===== src/rtl/spm_pkg.sv =====
// shared widths, constants and types of the stereo peak and rms meter
`timescale 1ns / 1ps
`default_nettype none
package spm_pkg;

    localparam int SAMPLE_W      = 16;
    localparam int LVL_W         = 16;
    localparam int COEF_W        = 25;
    localparam int Q_FRAC        = 24;
    localparam int SUM_W         = 43;
    localparam int BLOCK_MAX_DEF = 4096;

    localparam logic [COEF_W-1:0] Q24_ONE       = COEF_W'(1) << Q_FRAC;
    localparam logic [COEF_W-1:0] RMS_COEFF_RST = COEF_W'(16776051);
    localparam logic [COEF_W-1:0] PEAK_DECAY_RST = COEF_W'(16768827);

    // configuration register indexes
    localparam logic CFG_RMS_COEFF  = 1'b0;
    localparam logic CFG_PEAK_DECAY = 1'b1;

    typedef enum logic [3:0] {
        ST_IDLE,
        ST_SQ_L,
        ST_SQ_R,
        ST_PW_D,
        ST_PW_R,
        ST_CHECK,
        ST_PK_L,
        ST_PK_R,
        ST_PK_DONE,
        ST_RMS_GO,
        ST_RMS_WAIT,
        ST_RMS_MA,
        ST_RMS_MB,
        ST_RMS_SUM,
        ST_OUT
    } spm_state_t;

    typedef enum logic [1:0] {
        DS_IDLE,
        DS_DIV,
        DS_SQRT,
        DS_DONE
    } spm_ds_state_t;

    // result of the divide and square root unit
    typedef struct packed {
        logic             done;
        logic [LVL_W-1:0] root;
    } spm_ds_result_t;

endpackage
`default_nettype wire


===== src/rtl/spm_divsqrt.sv =====
// iterative mean and floor square root unit: sum / n, then isqrt of the quotient
`timescale 1ns / 1ps
`default_nettype none
module spm_divsqrt #(
    parameter int DIV_W = 13
) (
    input  wire logic                       clk,
    input  wire logic                       rst_n,
    input  wire logic                       start,
    input  wire logic [spm_pkg::SUM_W-1:0]  dividend,
    input  wire logic [DIV_W-1:0]           divisor,
    output spm_pkg::spm_ds_result_t         result
);

    localparam int SUM_W  = spm_pkg::SUM_W;
    localparam int LVL_W  = spm_pkg::LVL_W;
    localparam int RAD_W  = 2 * LVL_W;
    localparam int SREM_W = LVL_W + 2;
    localparam int STEP_W = $clog2(SUM_W);

    spm_pkg::spm_ds_state_t state_reg, state_next;
    logic [STEP_W-1:0] step_reg, step_next;
    logic [SUM_W-1:0]  quo_reg, quo_next;
    logic [DIV_W-1:0]  drem_reg, drem_next;
    logic [DIV_W-1:0]  dvsr_reg, dvsr_next;
    logic [SREM_W-1:0] srem_reg, srem_next;
    logic [LVL_W-1:0]  root_reg, root_next;

    logic [DIV_W:0]    rem_ext;
    logic              div_take;
    logic [SREM_W+1:0] s_ext;
    logic [SREM_W+1:0] trial;
    logic              sq_take;

    always_comb
    begin
        rem_ext  = {drem_reg, quo_reg[SUM_W-1]};
        div_take = (rem_ext >= {1'b0, dvsr_reg});
        s_ext    = {srem_reg, quo_reg[RAD_W-1:RAD_W-2]};
        trial    = (SREM_W+2)'({root_reg, 2'b01});
        sq_take  = (s_ext >= trial);
    end

    always_comb
    begin
        state_next = state_reg;
        step_next  = step_reg;
        quo_next   = quo_reg;
        drem_next  = drem_reg;
        dvsr_next  = dvsr_reg;
        srem_next  = srem_reg;
        root_next  = root_reg;
        unique case (state_reg)
            spm_pkg::DS_IDLE:
            begin
                if (start)
                begin
                    quo_next   = dividend;
                    drem_next  = '0;
                    dvsr_next  = divisor;
                    step_next  = '0;
                    state_next = spm_pkg::DS_DIV;
                end
            end
            spm_pkg::DS_DIV:
            begin
                // one quotient bit a cycle, restoring
                quo_next  = {quo_reg[SUM_W-2:0], div_take};
                drem_next = div_take ? DIV_W'(rem_ext - {1'b0, dvsr_reg})
                                     : rem_ext[DIV_W-1:0];
                step_next = step_reg + STEP_W'(1);
                if (step_reg == STEP_W'(SUM_W - 1))
                begin
                    step_next  = '0;
                    srem_next  = '0;
                    root_next  = '0;
                    state_next = spm_pkg::DS_SQRT;
                end
            end
            spm_pkg::DS_SQRT:
            begin
                // one root bit a cycle, two radicand bits shifted in
                quo_next  = {quo_reg[SUM_W-3:0], 2'b00};
                srem_next = sq_take ? SREM_W'(s_ext - trial) : SREM_W'(s_ext);
                root_next = {root_reg[LVL_W-2:0], sq_take};
                step_next = step_reg + STEP_W'(1);
                if (step_reg == STEP_W'(LVL_W - 1))
                begin
                    state_next = spm_pkg::DS_DONE;
                end
            end
            spm_pkg::DS_DONE:
            begin
                state_next = spm_pkg::DS_IDLE;
            end
            default:
            begin
                state_next = spm_pkg::DS_IDLE;
            end
        endcase
    end

    always_ff @(posedge clk or negedge rst_n)
    begin
        if (!rst_n)
        begin
            state_reg <= spm_pkg::DS_IDLE;
            step_reg  <= '0;
        end
        else
        begin
            state_reg <= state_next;
            step_reg  <= step_next;
        end
    end

    always_ff @(posedge clk)
    begin
        quo_reg  <= quo_next;
        drem_reg <= drem_next;
        dvsr_reg <= dvsr_next;
        srem_reg <= srem_next;
        root_reg <= root_next;
    end

    assign result.done = (state_reg == spm_pkg::DS_DONE);
    assign result.root = root_reg;

endmodule
`default_nettype wire


===== src/rtl/stereo_peak_rms_meter.sv =====
// top level of the stereo peak and rms level meter
//
//  channel | dir | handshake          | word
//  s_      | in  | s_tvalid/s_tready  | tdata {sample_right, sample_left}, tlast block_end
//  m_      | out | m_tvalid/m_tready  | tdata {rms_r, rms_l, peak_r, peak_l}
//  cfg_    | in  | cfg_we (no wait)   | cfg_index, cfg_data (q1.24 coefficient)
//
//  an open-block frame is an accept plus five shared multiplier steps;
//  a closing frame adds three peak steps, then per channel a start, 43 divider steps,
//  16 root steps, done and three rms multiplier steps, and at the end one load
//  rst_n clears the levels and block accumulators and restores default coefficients
//  a result waits in the output register while the next frames are taken;
//  only the following block close waits for m_tready
`timescale 1ns / 1ps
`default_nettype none
module stereo_peak_rms_meter #(
    parameter int BLOCK_MAX = spm_pkg::BLOCK_MAX_DEF
) (
    input  wire logic                        clk,
    input  wire logic                        rst_n,
    // input frames
    input  wire logic                        s_tvalid,
    output logic                             s_tready,
    input  wire logic [31:0]                 s_tdata,  // sample_left[15:0], sample_right[31:16]
    input  wire logic                        s_tlast,  // block_end
    // results
    output logic                             m_tvalid,
    input  wire logic                        m_tready,
    output logic [63:0]                      m_tdata,  // peak_l, peak_r, rms_l, rms_r, 16 each
    // configuration
    input  wire logic                        cfg_we,
    input  wire logic                        cfg_index,
    input  wire logic [spm_pkg::COEF_W-1:0]  cfg_data
);

    localparam int LVL_W  = spm_pkg::LVL_W;
    localparam int COEF_W = spm_pkg::COEF_W;
    localparam int Q_FRAC = spm_pkg::Q_FRAC;
    localparam int SUM_W  = spm_pkg::SUM_W;
    localparam int SMP_W  = spm_pkg::SAMPLE_W;
    localparam int PROD_W = 2 * COEF_W;
    localparam int ACC_W  = Q_FRAC + LVL_W;
    localparam int CNT_W  = $clog2(BLOCK_MAX + 1);

    // sequencer and frame capture
    spm_pkg::spm_state_t state_reg, state_next;
    logic [LVL_W-1:0]  mag_l_reg, mag_l_next;
    logic [LVL_W-1:0]  mag_r_reg, mag_r_next;
    logic              last_reg, last_next;
    logic              ch_reg, ch_next;

    // block accumulators
    logic [LVL_W-1:0]  blk_pk_l_reg, blk_pk_l_next;
    logic [LVL_W-1:0]  blk_pk_r_reg, blk_pk_r_next;
    logic [SUM_W-1:0]  sum_l_reg, sum_l_next;
    logic [SUM_W-1:0]  sum_r_reg, sum_r_next;
    logic [CNT_W-1:0]  frames_reg, frames_next;
    logic [COEF_W-1:0] dpow_reg, dpow_next;
    logic [COEF_W-1:0] rpow_reg, rpow_next;

    // reported levels
    logic [LVL_W-1:0]  held_l_reg, held_l_next;
    logic [LVL_W-1:0]  held_r_reg, held_r_next;
    logic [LVL_W-1:0]  smooth_l_reg, smooth_l_next;
    logic [LVL_W-1:0]  smooth_r_reg, smooth_r_next;

    // coefficients
    logic [COEF_W-1:0] rms_coeff_reg, rms_coeff_next;
    logic [COEF_W-1:0] peak_decay_reg, peak_decay_next;

    // shared multiplier and its product register
    logic [COEF_W-1:0] mul_a, mul_b;
    logic [PROD_W-1:0] prod_reg, prod_next;
    logic [ACC_W-1:0]  acc_reg, acc_next;
    logic [ACC_W:0]    acc_sum;
    logic [LVL_W-1:0]  decayed;

    // output register
    logic              out_valid_reg, out_valid_next;
    logic [63:0]       out_data_reg, out_data_next;

    // divide and square root unit
    logic                    ds_start;
    logic [SUM_W-1:0]        ds_dividend;
    spm_pkg::spm_ds_result_t ds_result;

    // magnitude of a signed sample, most negative value gives 0x8000
    function automatic logic [LVL_W-1:0] magnitude(input logic [SMP_W-1:0] s);
        magnitude = s[SMP_W-1] ? LVL_W'(~s + SMP_W'(1)) : LVL_W'(s);
    endfunction

    // coefficients above one act as one
    function automatic logic [COEF_W-1:0] clamp_one(input logic [COEF_W-1:0] c);
        clamp_one = (c > spm_pkg::Q24_ONE) ? spm_pkg::Q24_ONE : c;
    endfunction

    // square sum saturates at all ones
    function automatic logic [SUM_W-1:0] add_sat(input logic [SUM_W-1:0] sum,
                                                 input logic [2*LVL_W-1:0] sq);
        logic [SUM_W:0] s;
        s = {1'b0, sum} + (SUM_W+1)'(sq);
        add_sat = s[SUM_W] ? {SUM_W{1'b1}} : s[SUM_W-1:0];
    endfunction

    spm_divsqrt #(
        .DIV_W (CNT_W)
    ) u_divsqrt (
        .clk      (clk),
        .rst_n    (rst_n),
        .start    (ds_start),
        .dividend (ds_dividend),
        .divisor  (frames_reg),
        .result   (ds_result)
    );

    assign s_tready = (state_reg == spm_pkg::ST_IDLE);
    assign m_tvalid = out_valid_reg;
    assign m_tdata  = out_data_reg;

    assign ds_dividend = ch_reg ? sum_r_reg : sum_l_reg;
    assign acc_sum     = {1'b0, acc_reg} + {1'b0, prod_reg[ACC_W-1:0]};
    assign decayed     = prod_reg[Q_FRAC+LVL_W-1:Q_FRAC];
    assign prod_next   = PROD_W'(mul_a) * PROD_W'(mul_b);

    always_comb
    begin
        state_next      = state_reg;
        mag_l_next      = mag_l_reg;
        mag_r_next      = mag_r_reg;
        last_next       = last_reg;
        ch_next         = ch_reg;
        blk_pk_l_next   = blk_pk_l_reg;
        blk_pk_r_next   = blk_pk_r_reg;
        sum_l_next      = sum_l_reg;
        sum_r_next      = sum_r_reg;
        frames_next     = frames_reg;
        dpow_next       = dpow_reg;
        rpow_next       = rpow_reg;
        held_l_next     = held_l_reg;
        held_r_next     = held_r_reg;
        smooth_l_next   = smooth_l_reg;
        smooth_r_next   = smooth_r_reg;
        rms_coeff_next  = rms_coeff_reg;
        peak_decay_next = peak_decay_reg;
        acc_next        = acc_reg;
        out_valid_next  = out_valid_reg;
        out_data_next   = out_data_reg;
        mul_a           = '0;
        mul_b           = '0;
        ds_start        = 1'b0;

        if (cfg_we)
        begin
            unique case (cfg_index)
                spm_pkg::CFG_RMS_COEFF:  rms_coeff_next  = cfg_data;
                spm_pkg::CFG_PEAK_DECAY: peak_decay_next = cfg_data;
                default:                 rms_coeff_next  = rms_coeff_reg;
            endcase
        end

        // result word taken downstream
        if (out_valid_reg && m_tready)
        begin
            out_valid_next = 1'b0;
        end

        unique case (state_reg)
            spm_pkg::ST_IDLE:
            begin
                if (s_tvalid)
                begin
                    mag_l_next = magnitude(s_tdata[SMP_W-1:0]);
                    mag_r_next = magnitude(s_tdata[2*SMP_W-1:SMP_W]);
                    last_next  = s_tlast;
                    state_next = spm_pkg::ST_SQ_L;
                end
            end
            spm_pkg::ST_SQ_L:
            begin
                mul_a = COEF_W'(mag_l_reg);
                mul_b = COEF_W'(mag_l_reg);
                if (mag_l_reg > blk_pk_l_reg)
                begin
                    blk_pk_l_next = mag_l_reg;
                end
                if (mag_r_reg > blk_pk_r_reg)
                begin
                    blk_pk_r_next = mag_r_reg;
                end
                frames_next = frames_reg + CNT_W'(1);
                state_next  = spm_pkg::ST_SQ_R;
            end
            spm_pkg::ST_SQ_R:
            begin
                mul_a      = COEF_W'(mag_r_reg);
                mul_b      = COEF_W'(mag_r_reg);
                sum_l_next = add_sat(sum_l_reg, prod_reg[2*LVL_W-1:0]);
                state_next = spm_pkg::ST_PW_D;
            end
            spm_pkg::ST_PW_D:
            begin
                mul_a      = dpow_reg;
                mul_b      = clamp_one(peak_decay_reg);
                sum_r_next = add_sat(sum_r_reg, prod_reg[2*LVL_W-1:0]);
                state_next = spm_pkg::ST_PW_R;
            end
            spm_pkg::ST_PW_R:
            begin
                mul_a      = rpow_reg;
                mul_b      = clamp_one(rms_coeff_reg);
                dpow_next  = prod_reg[Q_FRAC+COEF_W-1:Q_FRAC];
                state_next = spm_pkg::ST_CHECK;
            end
            spm_pkg::ST_CHECK:
            begin
                rpow_next = prod_reg[Q_FRAC+COEF_W-1:Q_FRAC];
                // block closes on its flag or when it is full
                if (last_reg || (frames_reg == CNT_W'(BLOCK_MAX)))
                begin
                    state_next = spm_pkg::ST_PK_L;
                end
                else
                begin
                    state_next = spm_pkg::ST_IDLE;
                end
            end
            spm_pkg::ST_PK_L:
            begin
                mul_a      = COEF_W'(held_l_reg);
                mul_b      = dpow_reg;
                state_next = spm_pkg::ST_PK_R;
            end
            spm_pkg::ST_PK_R:
            begin
                mul_a       = COEF_W'(held_r_reg);
                mul_b       = dpow_reg;
                held_l_next = (blk_pk_l_reg > decayed) ? blk_pk_l_reg : decayed;
                state_next  = spm_pkg::ST_PK_DONE;
            end
            spm_pkg::ST_PK_DONE:
            begin
                held_r_next = (blk_pk_r_reg > decayed) ? blk_pk_r_reg : decayed;
                ch_next     = 1'b0;
                state_next  = spm_pkg::ST_RMS_GO;
            end
            spm_pkg::ST_RMS_GO:
            begin
                ds_start   = 1'b1;
                state_next = spm_pkg::ST_RMS_WAIT;
            end
            spm_pkg::ST_RMS_WAIT:
            begin
                if (ds_result.done)
                begin
                    state_next = spm_pkg::ST_RMS_MA;
                end
            end
            spm_pkg::ST_RMS_MA:
            begin
                mul_a      = COEF_W'(ch_reg ? smooth_r_reg : smooth_l_reg);
                mul_b      = rpow_reg;
                state_next = spm_pkg::ST_RMS_MB;
            end
            spm_pkg::ST_RMS_MB:
            begin
                acc_next   = prod_reg[ACC_W-1:0];
                mul_a      = COEF_W'(ds_result.root);
                mul_b      = spm_pkg::Q24_ONE - rpow_reg;
                state_next = spm_pkg::ST_RMS_SUM;
            end
            spm_pkg::ST_RMS_SUM:
            begin
                if (ch_reg)
                begin
                    smooth_r_next = acc_sum[Q_FRAC+LVL_W-1:Q_FRAC];
                    state_next    = spm_pkg::ST_OUT;
                end
                else
                begin
                    smooth_l_next = acc_sum[Q_FRAC+LVL_W-1:Q_FRAC];
                    ch_next       = 1'b1;
                    state_next    = spm_pkg::ST_RMS_GO;
                end
            end
            spm_pkg::ST_OUT:
            begin
                // wait for a free output register, then open a new block
                if (!out_valid_reg || m_tready)
                begin
                    out_valid_next = 1'b1;
                    out_data_next  = {smooth_r_reg, smooth_l_reg, held_r_reg, held_l_reg};
                    blk_pk_l_next  = '0;
                    blk_pk_r_next  = '0;
                    sum_l_next     = '0;
                    sum_r_next     = '0;
                    frames_next    = '0;
                    dpow_next      = spm_pkg::Q24_ONE;
                    rpow_next      = spm_pkg::Q24_ONE;
                    state_next     = spm_pkg::ST_IDLE;
                end
            end
            default:
            begin
                state_next = spm_pkg::ST_IDLE;
            end
        endcase
    end

    always_ff @(posedge clk or negedge rst_n)
    begin
        if (!rst_n)
        begin
            state_reg <= spm_pkg::ST_IDLE;
        end
        else
        begin
            state_reg <= state_next;
        end
    end

    always_ff @(posedge clk or negedge rst_n)
    begin
        if (!rst_n)
        begin
            ch_reg         <= 1'b0;
            blk_pk_l_reg   <= '0;
            blk_pk_r_reg   <= '0;
            sum_l_reg      <= '0;
            sum_r_reg      <= '0;
            frames_reg     <= '0;
            dpow_reg       <= spm_pkg::Q24_ONE;
            rpow_reg       <= spm_pkg::Q24_ONE;
            held_l_reg     <= '0;
            held_r_reg     <= '0;
            smooth_l_reg   <= '0;
            smooth_r_reg   <= '0;
            rms_coeff_reg  <= spm_pkg::RMS_COEFF_RST;
            peak_decay_reg <= spm_pkg::PEAK_DECAY_RST;
            out_valid_reg  <= 1'b0;
        end
        else
        begin
            ch_reg         <= ch_next;
            blk_pk_l_reg   <= blk_pk_l_next;
            blk_pk_r_reg   <= blk_pk_r_next;
            sum_l_reg      <= sum_l_next;
            sum_r_reg      <= sum_r_next;
            frames_reg     <= frames_next;
            dpow_reg       <= dpow_next;
            rpow_reg       <= rpow_next;
            held_l_reg     <= held_l_next;
            held_r_reg     <= held_r_next;
            smooth_l_reg   <= smooth_l_next;
            smooth_r_reg   <= smooth_r_next;
            rms_coeff_reg  <= rms_coeff_next;
            peak_decay_reg <= peak_decay_next;
            out_valid_reg  <= out_valid_next;
        end
    end

    // payload registers
    always_ff @(posedge clk)
    begin
        mag_l_reg    <= mag_l_next;
        mag_r_reg    <= mag_r_next;
        last_reg     <= last_next;
        prod_reg     <= prod_next;
        acc_reg      <= acc_next;
        out_data_reg <= out_data_next;
    end

endmodule
`default_nettype wire


===== config.mk =====
export PLATFORM = sky130hd
export DESIGN_NAME = stereo_peak_rms_meter
export DESIGN_NICKNAME = d
export VERILOG_FILES = /design/src/rtl/spm_pkg.sv /design/src/rtl/spm_divsqrt.sv /design/src/rtl/stereo_peak_rms_meter.sv
export SDC_FILE = /design/constraint.sdc
export NUM_CORES = 2
export LEC_CHECK = 0
export BUFFER_PORTS_ARGS = -buffer_cell sky130_fd_sc_hd__buf_2
export CAP_MARGIN = 25
export CORE_ASPECT_RATIO = 0.6
export CORE_MARGIN = 1
export CORE_UTILIZATION = 59
export DETAILED_ROUTE_END_ITERATION = 6
export PLACE_DENSITY_LB_ADDON = 0.12
export SYNTH_ARGS = -nofsm -noshare
export SYNTH_HDL_FRONTEND = slang
export SYNTH_SLANG_ARGS = --single-unit

===== constraint.sdc =====
create_clock -name clk -period 9.7 [get_ports clk]
set_clock_uncertainty 0.15 [all_clocks]
set_input_delay 1.94 -clock clk [delete_from_list [all_inputs] [get_ports clk]]
set_output_delay 1.94 -clock clk [all_outputs]
set_load 0.03 [all_outputs]

==> results.sh <==
export IMPL_cp_arrival_ns=10.06
export IMPL_slowest_stage="fa_1"
export IMPL_io_pins=130
export IMPL_wire_per_inst_um=26.2
export IMPL_multi_input_area_sq_um=33400
export IMPL_syn_avg_cell_area_sq_um=9.55
export IMPL_first_pass_iters=7
export IMPL_start_util=0.601
export IMPL_hold_violations=0
export IMPL_synth_seq_cells=598
export IMPL_endpoint_kind="register"
export IMPL_wirelength_mm=182
export IMPL_root_buffer="clkbuf_16"
export IMPL_fmax_mhz=104
export IMPL_via_count=43200
export IMPL_cts_buffers=59
export IMPL_path_common_cell="fa_1"
export IMPL_largest_reg_flops=64
export IMPL_finalPower_mw=21.9
export IMPL_synth_async_reset_ratio=0.517
export IMPL_gp_congestion=1.10
export IMPL_synth_most_common_cell="inv_1"
export IMPL_grt_pass1_wl_mm=270
export IMPL_cpPeakStageDelay_ns=0.61
export IMPL_place_detailed_hpwl_mm=142
export IMPL_startpoint_type="register"
export IMPL_design_area_sq_um=58300
export IMPL_critPathMaxFanout=26
export IMPL_cts_tree="yes"
export IMPL_hold_buffers=0
export IMPL_slew_violations=0
export IMPL_ys_top_cells_by_count="inv_1 (802), nand2_1 (685), fa_1 (528)"
export IMPL_avgViaCountPerCell=6.22
export IMPL_worstHoldEndpoint="m_tdata[54]"
export IMPL_synth_cell_types=95
export IMPL_finalSetupViolCount=0
export IMPL_pre_cts_slack_ns=0.0720
export IMPL_layout_nets=6671
export IMPL_clk_transition_reported_paths_ns=0.08
export IMPL_layout_cells_non_filler=6955
export IMPL_worstPathRequired_ns=10.17
export IMPL_h_tree_depth=2
export IMPL_max_slew_margin=0.184
export IMPL_antenna_left=0
export IMPL_status="complete, but fails checks"
export IMPL_dominantRegCellSynth="dfrtp_1"
export IMPL_rsz0062_at_grt="yes"
export IMPL_critPathKind="register to register"
export IMPL_period_needed_ns=9.59
export IMPL_dp_cells=6820
export IMPL_die_h_um=234
export IMPL_hold_depth=0
export IMPL_yosysSeqAreaShare=0.301
export IMPL_timing_hold_ws_ns=0.319
export IMPL_cellPowerDensity_nw_per_um2=375
export IMPL_die_area_sq_um=91300
export IMPL_r2r_setup_slack_ns=0.11
export IMPL_synth_edf_count=240
export IMPL_yosys_area_top_type="fa_1"
export IMPL_core_sq_um=88400
export IMPL_antenna_found_initial=12
export IMPL_io_buffers=129
export IMPL_reg2reg_to="prod_reg[47]"
export IMPL_worstSkewPairLatency_ns=0.69
export IMPL_min_path_type="register to register"
export IMPL_violations="DRC"
export IMPL_clockBufferDepth=3
export IMPL_ys_warn_count=0
export IMPL_grt_pass1_vias=41200
export IMPL_syn_inst=5563
export IMPL_ff2ff_path_depth=31
export IMPL_rows=84
export IMPL_globalRouteTotalUtil=0.403
export IMPL_overflow=0
export IMPL_p_leak_nw=27.3
export IMPL_n_fill_cell=7214
export IMPL_syn_num_nets=6544
export IMPL_area_growth_pct=9.75
export IMPL_syn_cell_area_sq_um=53100
export IMPL_r2r_start="peak_decay_reg[19]"
export IMPL_place_area_sq_um=55900
export IMPL_regArea_sq_um=16000
export IMPL_cap_violations=0
export IMPL_tightest_slew_ns=1.22
export IMPL_drc_errors=7
export IMPL_layout_drive_gt1_share=0.111
export IMPL_drt_iter0_markers=5568
export IMPL_clkSinkCount=598
export IMPL_yosysTopAreaCellShare=0.199
export IMPL_ir_drop_uv=314
export IMPL_grt_max_degree=146
export IMPL_min_period_over_period=0.989
export IMPL_hold_start="smooth_r_reg[6]"
export IMPL_synth_area_leaders="fa_1 (20%), edfxtp_1 (14%), dfrtp_1 (13%)"
export IMPL_die_w_um=389
export IMPL_setup_slack_ns=0.111
placed cells by master, fill, tap and decap left out, types with 21 or more instances in the layout:
cell | Yosys | layout
inv_1 | 802 | 801
nand4_1 | 54 | 54
xnor2_1 | 121 | 121
buf_4 | 0 | 177
o21ai_0 | 132 | 132
o21ai_1 | 61 | 59
dfxtp_1 | 49 | 49
a21oi_1 | 260 | 259
a22oi_1 | 128 | 123
buf_2 | 21 | 129
nand2_1 | 685 | 683
nor2b_1 | 81 | 79
ha_1 | 389 | 386
dfrtp_1 | 267 | 264
o21bai_1 | 24 | 24
dfstp_2 | 42 | 42
a211oi_1 | 62 | 61
mux2_2 | 93 | 93
a31oi_1 | 78 | 77
xor2_1 | 62 | 62
or3_1 | 24 | 24
o31ai_1 | 23 | 23
clkbuf_16 | 0 | 59
nand3_1 | 89 | 87
nor3_1 | 49 | 44
fa_1 | 528 | 528
and2_1 | 69 | 69
nor2_1 | 356 | 354
nand2b_1 | 31 | 31
and3_1 | 26 | 25
o211ai_1 | 21 | 21
a21o_1 | 107 | 106
nor4_1 | 25 | 21
edfxtp_1 | 240 | 240
o21a_1 | 29 | 29
mux2i_1 | 93 | 93
area by class of cell:
cell class,count,area share
multi-input combinational,3903,0.573
antenna,11,0.000472
tap,1204,0.0258
clock buffer,71,0.0266
clock inverter,40,0.00861
inverter,806,0.0520
timing repair buffer,322,0.0395
sequential,598,0.274
worst max-delay path by stage:
stage / slack (ns) / from / endpoint
final: 0.11 / peak_decay_reg[19] / prod_reg[47]
after global routing: -0.03 / state_reg[1] / prod_reg[47]
after CTS: 0.05 / peak_decay_reg[23] / prod_reg[47]
after detailed placement: 0.07 / peak_decay_reg[14] / prod_reg[47]
after global placement: 0.17 / state_reg[1] / prod_reg[44]
after floorplan: 0.09 / state_reg[3] / prod_reg[47]
metal layers:
| layer | routed length (um) | global-route usage |
|---|---|---|
| met1 | 78600 | 0.592 |
| met2 | 66500 | 0.503 |
| met3 | 29300 | 0.195 |
| met4 | 6380 | 0.123 |
| met5 | 1150 | 0.0852 |
worst max-delay path: cells and delay by family, from the launching register on:
kind	cells	cell delay [ns]
compound gates	11	2.40
simple gates	6	1.63
buf+inv	6	1.06
fa+ha+maj	8	3.85
flops	1	0.40
per-stage QoR:
stage	utilization	setup TNS (ns)
after floorplan	-	0
after global placement	0.632	0
after detailed placement	0.632	0
after CTS	0.655	0
after global routing	0.659	-0.0280
final	0.659	0
kinds of logic after synthesis:
logic type / count (synthesis) / share of synthesized area
AO/OA/AOI/OAI: 1069 / 0.133
XOR/XNOR: 183 / 0.0302
adder cells (fa/ha/maj): 917 / 0.291
buffers and inverters: 1062 / 0.0757
flip-flops: 598 / 0.301
multiplexers: 187 / 0.0375
AND/OR/NAND/NOR: 1547 / 0.132
power by group:
part	switching [mW]	leakage [nW]	internal [mW]	total, mW
combinational	9.32	19.9	5.33	14.6
sequential	1.01	6.47	3.73	4.73
clock	1.13	0.987	1.37	2.50
timing repair:
item / 4_1_cts / 5_1_grt
gates resized for setup: 0 / 40
buffers inserted: 0 / 12
endpoints found under the setup margin: 0 / 13
Note: power is estimated with default switching activity, not from simulation.
